<file path="src/hdl/s2lab_pkg.sv">
package s2lab_pkg;

   // Intermediates are unsigned Q1.30 with one bit of headroom above 1.0.
   localparam int QB    = 30;
   localparam int FIX_W = QB + 1;

   localparam logic [63:0] ONE_Q = 64'd1 << QB;

   // Width of one sRGB channel code; the all-ones code is full intensity.
   localparam int CHANNEL_BITS = 8;

   // Latency of each part of the pipeline, in register stages.
   localparam int DEG_LAT  = 1;
   localparam int MIX_LAT  = 1;
   localparam int DIV_LAT  = 3;
   localparam int LABF_LAT = 2 * FIX_W + 1;
   localparam int OUT_LAT  = 2;
   localparam int PIPE_LAT = DEG_LAT + MIX_LAT + DIV_LAT + LABF_LAT + OUT_LAT;

   // One pixel in and one L*a*b* result out.
   typedef struct packed {
      logic [CHANNEL_BITS-1:0] red;
      logic [CHANNEL_BITS-1:0] green;
      logic [CHANNEL_BITS-1:0] blue;
      logic                    frame_end;
   } req_type;

   typedef struct packed {
      logic [14:0]        lightness;
      logic signed [15:0] green_red;
      logic signed [15:0] blue_yellow;
      logic               frame_end_out;
   } rsp_type;

endpackage

</file>
<file path="src/hdl/s2lab_cdiv.sv">
module s2lab_cdiv #(
   parameter int      NUM_W   = 47,
   parameter longint  DIVISOR = 95047,
   parameter int      SHIFT   = 16
) (
   input  logic                        clock,
   input  logic [NUM_W-1:0]            num,
   output logic [s2lab_pkg::FIX_W-1:0] quot
);
   import s2lab_pkg::*;

   localparam int          HI_W     = NUM_W - SHIFT;
   localparam int          RECIP_SH = 31;
   localparam logic [63:0] RECIP    = (64'd1 << (SHIFT + RECIP_SH)) / DIVISOR;
   localparam int          EST_W    = FIX_W + 1;
   localparam logic [NUM_W-1:0] DIV_N  = NUM_W'(DIVISOR);
   localparam logic [NUM_W-1:0] DIV_N2 = NUM_W'(2 * DIVISOR);

   logic [HI_W+RECIP_SH-1:0] prod;
   logic [EST_W-1:0]         est1_in, est1_ff, est2_ff;
   logic [NUM_W-1:0]         num1_ff, rem2_in, rem2_ff;
   logic [FIX_W-1:0]         quot_in, quot_ff;

   // Reciprocal estimate from the top bits; it is low by at most two.
   assign prod    = (HI_W+RECIP_SH)'(num[NUM_W-1:SHIFT]) * (HI_W+RECIP_SH)'(RECIP[RECIP_SH-1:0]);
   assign est1_in = EST_W'(prod >> RECIP_SH);

   // Remainder of the estimate, then up to two correction steps.
   assign rem2_in = num1_ff - NUM_W'(est1_ff) * DIV_N;
   assign quot_in = FIX_W'(est2_ff + EST_W'(rem2_ff >= DIV_N) + EST_W'(rem2_ff >= DIV_N2));

   always_ff @(posedge clock) begin
      est1_ff <= est1_in;
      num1_ff <= num;
      est2_ff <= est1_ff;
      rem2_ff <= rem2_in;
      quot_ff <= quot_in;
   end

   assign quot = quot_ff;

endmodule

</file>
<file path="config.mk">
export PLATFORM = sky130hd
export DESIGN_NAME = s2lab_cdiv
export DESIGN_NICKNAME = d
export VERILOG_FILES = /design/src/hdl/s2lab_pkg.sv /design/src/hdl/s2lab_cdiv.sv
export SDC_FILE = /design/constraint.sdc
export NUM_CORES = 2
export LEC_CHECK = 0
export BUFFER_PORTS_ARGS = -buffer_cell sky130_fd_sc_hd__buf_2
export CAP_MARGIN = 30
export CORE_UTILIZATION = 60
export DETAILED_ROUTE_END_ITERATION = 16
export PLACE_DENSITY = 0.8
export SYNTH_ARGS = -nofsm -noshare
export SYNTH_HDL_FRONTEND = slang
export SYNTH_SLANG_ARGS = --single-unit
</file>
<file path="constraint.sdc">
create_clock -name clock -period 6.41 [get_ports clock]
set_clock_uncertainty 0.05 [all_clocks]
set_input_delay 0 -clock clock [delete_from_list [all_inputs] [get_ports clock]]
set_output_delay 0 -clock clock [all_outputs]
set_load 0.02 [all_outputs]
</file>
Yosys cells after proc, flatten, opt, wreduce, memory -nomap -nowiden
Index checks and enable logic that the tools add are counted.
{"block": "word_totals", "wordCells": 12, "reg_bits": 187, "inputBits": 48, "output_inout_bits": 31}
{"block": "op_classes", "magnitude_cmp": 2, "n_addsub": 3, "mul": 2}
{"operator": "31-bit by 1-bit adder with 31-bit output", "n": 2}
{"operator": "31-bit by 31-bit multiplier with 62-bit output, second input constant", "n": 1}
{"operator": "47-bit by 17-bit greater-or-equal comparator with 1-bit output, second input constant", "n": 1}
{"operator": "47-bit by 18-bit greater-or-equal comparator with 1-bit output, second input constant", "n": 1}
{"operator": "31-bit by 17-bit multiplier with 47-bit output, second input constant", "n": 1}
{"operator": "47-bit subtractor", "n": 1}

Logic depth before layout (Yosys ltp)
{"block": "depth", "ltp_word": 3, "mapped_depth": 28, "mapped_depth_nobuf": 27}

Worst setup path after synthesis
No wires, ideal clock.
{"block": "synth_timing", "path_type": "input port to flip-flop", "startpoint": "input num[34]", "endpoint": "register est1_ff[29]", "setup_time_ns": 0.136, "path_slack_ns": 0.010, "path_buffers": 1, "stages": 23, "required_ns": 6.224, "arrival_ns": 6.214, "cell_sequence": "ha_1 > fa_1 > fa_1 > inv_1 > fa_1 > inv_1 > fa_1 > fa_1 > fa_1 > inv_1 > fa_1 > inv_1 > ha_1 > clkbuf_1 > and3_1 > nor2b_1 > nand4_1 > o211ai_1 > a21oi_1 > o21ai_1 > a41oi_2 > o41ai_1 > xor2_1"}
{"block": "synth_via", "elab_chain_cells": 1}
{"element": "start: declaration", "line": "s2lab_cdiv.sv:7", "text": "input logic [NUM_W-1:0] num,"}
{"element": "31-bit by 31-bit multiplier with 62-bit output", "line": "s2lab_cdiv.sv:25", "text": "assign prod = (HI_W+RECIP_SH)'(num[NUM_W-1:SHIFT]) * (HI_W+RECIP_SH)'(RECIP[RECIP_SH-1:0]);"}
{"element": "net prod[60]", "line": "s2lab_cdiv.sv:19", "text": "logic [HI_W+RECIP_SH-1:0] prod;"}
{"element": "end signal: assignment", "line": "s2lab_cdiv.sv:33", "text": "est1_ff <= est1_in;"}
{"element": "end: declaration", "line": "s2lab_cdiv.sv:20", "text": "logic [EST_W-1:0] est1_in, est1_ff, est2_ff;"}
The timed path passes the listed nets, and every way through them passes these cells.

Worst setup path after layout
{"block": "layout_timing", "startpoint": "register est1_ff[8]", "endpoint": "register rem2_ff[43]"}
{"block": "layout_via", "elab_chain_cells": 2}
{"element": "31-bit by 17-bit multiplier with 47-bit output", "line": "s2lab_cdiv.sv:29", "text": "assign rem2_in = num1_ff - NUM_W'(est1_ff) * DIV_N;"}
{"element": "47-bit subtractor", "line": "s2lab_cdiv.sv:29"}
{"element": "net rem2_in[43]", "line": "s2lab_cdiv.sv:21", "text": "logic [NUM_W-1:0] num1_ff, rem2_in, rem2_ff;"}
{"element": "end signal: assignment", "line": "s2lab_cdiv.sv:36", "text": "rem2_ff <= rem2_in;"}
{"element": "end: declaration", "line": "s2lab_cdiv.sv:21"}
The timed path passes the listed nets, and every way through them passes these cells.

==> results.cfg <==
[global_route]
grt_pass1_wl_microns = 127000
grt_pass1_vias = 24700
grt_usage_pct = 30.7
overflow = 0
grt_max_degree = 18
antenna_found_initial = 1

[worst_setup_path]
rrSetupSlack_ps = 160
crit_type = reg -> reg
critPathLaunch = est1_ff[8]
startpoint_type = register
worstSetupEndpointType = register
cp_data_arrival_time_ps = 6540
r2r.worst_path.cells = 21
required_ps = 6700
timing.rr.start = est1_ff[8]
r2r-end = rem2_ff[43]
path_max_fanout = 7
endpoint = rem2_ff[43]

[logic_synthesis]
synth-edff-count = 0
ys.flop_type = dfxtp_1
synth_nets = 4413
synth_cell_types = 60
synth_area_leaders = fa_1, ha_1, dfxtp_1
synth-seq-cells = 187
synthArstFlopShare_pct = 0
synth_area_sq_um = 32200
ys_top_cells_by_count = inv_1, ha_1, fa_1
yosys_warnings = 0
yosysMostFrequentCell = inv_1
ys_seq_area_share_pct = 11.6
yosysTopAreaCell = fa_1
synthCells = 3104
netlist.area_leader.share_pct = 38.0
avgSynthCellArea_sq_um = 10.4

[finish]
antennaDiodeCount = 0
fin_area_sq_um = 36100
final_nets = 4722
syn_to_final_growth_pct = 12.0
final_layout_size_suffix_gt1_share_pct = 10.4

[sta]
final-hold-violation-count = 0
period_needed_ps = 6250
maxSlewHeadroom_pct = 46.9
clock.fmax_mhz = 160
period_share_pct = 97.4
worst_pin_slew_ps = 789
slew_violations = 0
setup_violations = 0

[clocking]
cts-root-buf = clkbuf_16
clkLatencyLatePin_ps = 480
clockBufferDepth = 2
cts_tree = yes
cts_buffers = 17
clkSlewWorstSetupHoldPaths_ps = 90
h-tree-depth = 4
cts_sinks = 187

[status]
status = finished, final reports clean

[route]
drt_iter0_drc = 1543
drc = 0
wirelength_microns = 78900
num_vias = 22200
drt-wirelength-per-cell_microns = 19.2
first_pass_iters = 7
vias_per_cell = 5.39
ant_nets = 0

[floorplan]
boundaryPins = 79
fp.dieH_microns = 234
initial_core_util_pct = 61.0
core_area_sq_um = 52800
die_w_microns = 234
die_area_sq_um = 54600
rows = 84

[place]
hpwl_microns = 68700
gp_congestion = 0.953
postPlaceCellArea_sq_um = 34900
io_buffer_count = 78

[flow_run]
cap_violations = 0

[min_path]
hold_class = in -> reg
hold_start = num[26]
final cells by class:
class,count,area [sq um]
multi-input cells,1994,25100
repair buffers,326,2380
fillers,3845,16700
clock buffers,20,467
well taps,688,861
clock inverters,12,136
inverters,887,3330
flip-flops and latches,187,3750
placed cells by master, fill, tap and decap left out, drive strengths merged, types with 11 or more instances in the layout:
cell         synthesis  layout
nor2b               11      11
nor2                48      48
nand2               82      82
clkbuf              35      20
o21ai               59      59
inv                887     890
and2                11      11
fa                 611     611
nand4               28      28
o21a                12      12
ha                 650     650
xnor2               80      80
and3                18      18
dlygate4sd3          0      43
nand3               35      35
nor3                15      15
nor4                14      14
xor2                37      37
a21o                70      70
dfxtp              187     187
buf                  1     283
a21oi              101     101
o21bai              18      18
cells by family after synthesis:
logic type	synth area share (%)
AND/OR/NAND/NOR	4.35
AO/OA/AOI/OAI	6.86
flip-flops	11.6
buffers and inverters	10.8
adder cells (fa/ha/maj)	63.2
XOR/XNOR	3.18
worst min-delay path by stage:
stage                        to  slack, ps  cells past startpoint
floorplan            num1_ff[0]        -20                      0
global placement     num1_ff[4]         50                      1
detailed placement   num1_ff[8]         60                      1
CTS                 num1_ff[26]          3                      3
global route        num1_ff[26]         20                      3
finish              num1_ff[26]         20                      3
per-layer routing:
layer	global-route usage (%)	vias to the layer above	wire (microns)	part of all wire, %
met5	0	-	0	0
met1	37.8	11000	31900	40
met2	53.7	732	38900	49
met3	4.54	205	4580	5.8
met4	12.5	0	3550	4.5
li1	-	10300	-	-
metrics by stage:
stage | setup slack [ps] | setup TNS (ps) | util [%] | hold WS, ps | std cells
floorplan | 9.90 | 0 | - | -22.3 | 3104
global placement | -308 | -3170 | 66.1 | 51.6 | 4037
detailed placement | -399 | -4910 | 66.1 | 55.3 | 4037
CTS | 92.4 | 0 | 68.0 | 2.51 | 4112
global route | -33.4 | -143 | 68.4 | 19.1 | 4114
finish | 164 | 0 | 68.4 | 18.7 | 4114
state kept, by name, summed over array words and instances (netlist names):
signal   cells
rem2_ff     47
est2_ff     31
est1_ff     31
quot        31
num1_ff     47
timing repair:
action                                  in CTS  in global routing
endpoints found under the setup margin       0                 23
hold buffers                                43                  0
gates resized for setup                      0                 38
buffers inserted                             0                  2
hold endpoints to repair                    43                  0
worst max-delay path, cell delays in order, from the launching register on:
cell      delay [ps]
dfxtp_1          350
buf_4            200
ha_1             270
fa_1             600
inv_1             70
fa_1             470
fa_1             540
inv_1             50
fa_1             520
inv_1             60
fa_1             630
ha_4             240
buf_4            140
nand4_1          110
inv_1             60
a221oi_1         270
o21ai_1          120
a311o_2          440
a211oi_4         350
o31ai_1          150
a31oi_1          210
xnor2_1          220
Power is not shown: default switching activity piles up to over one toggle a cycle in this logic, so the estimate is an artifact.
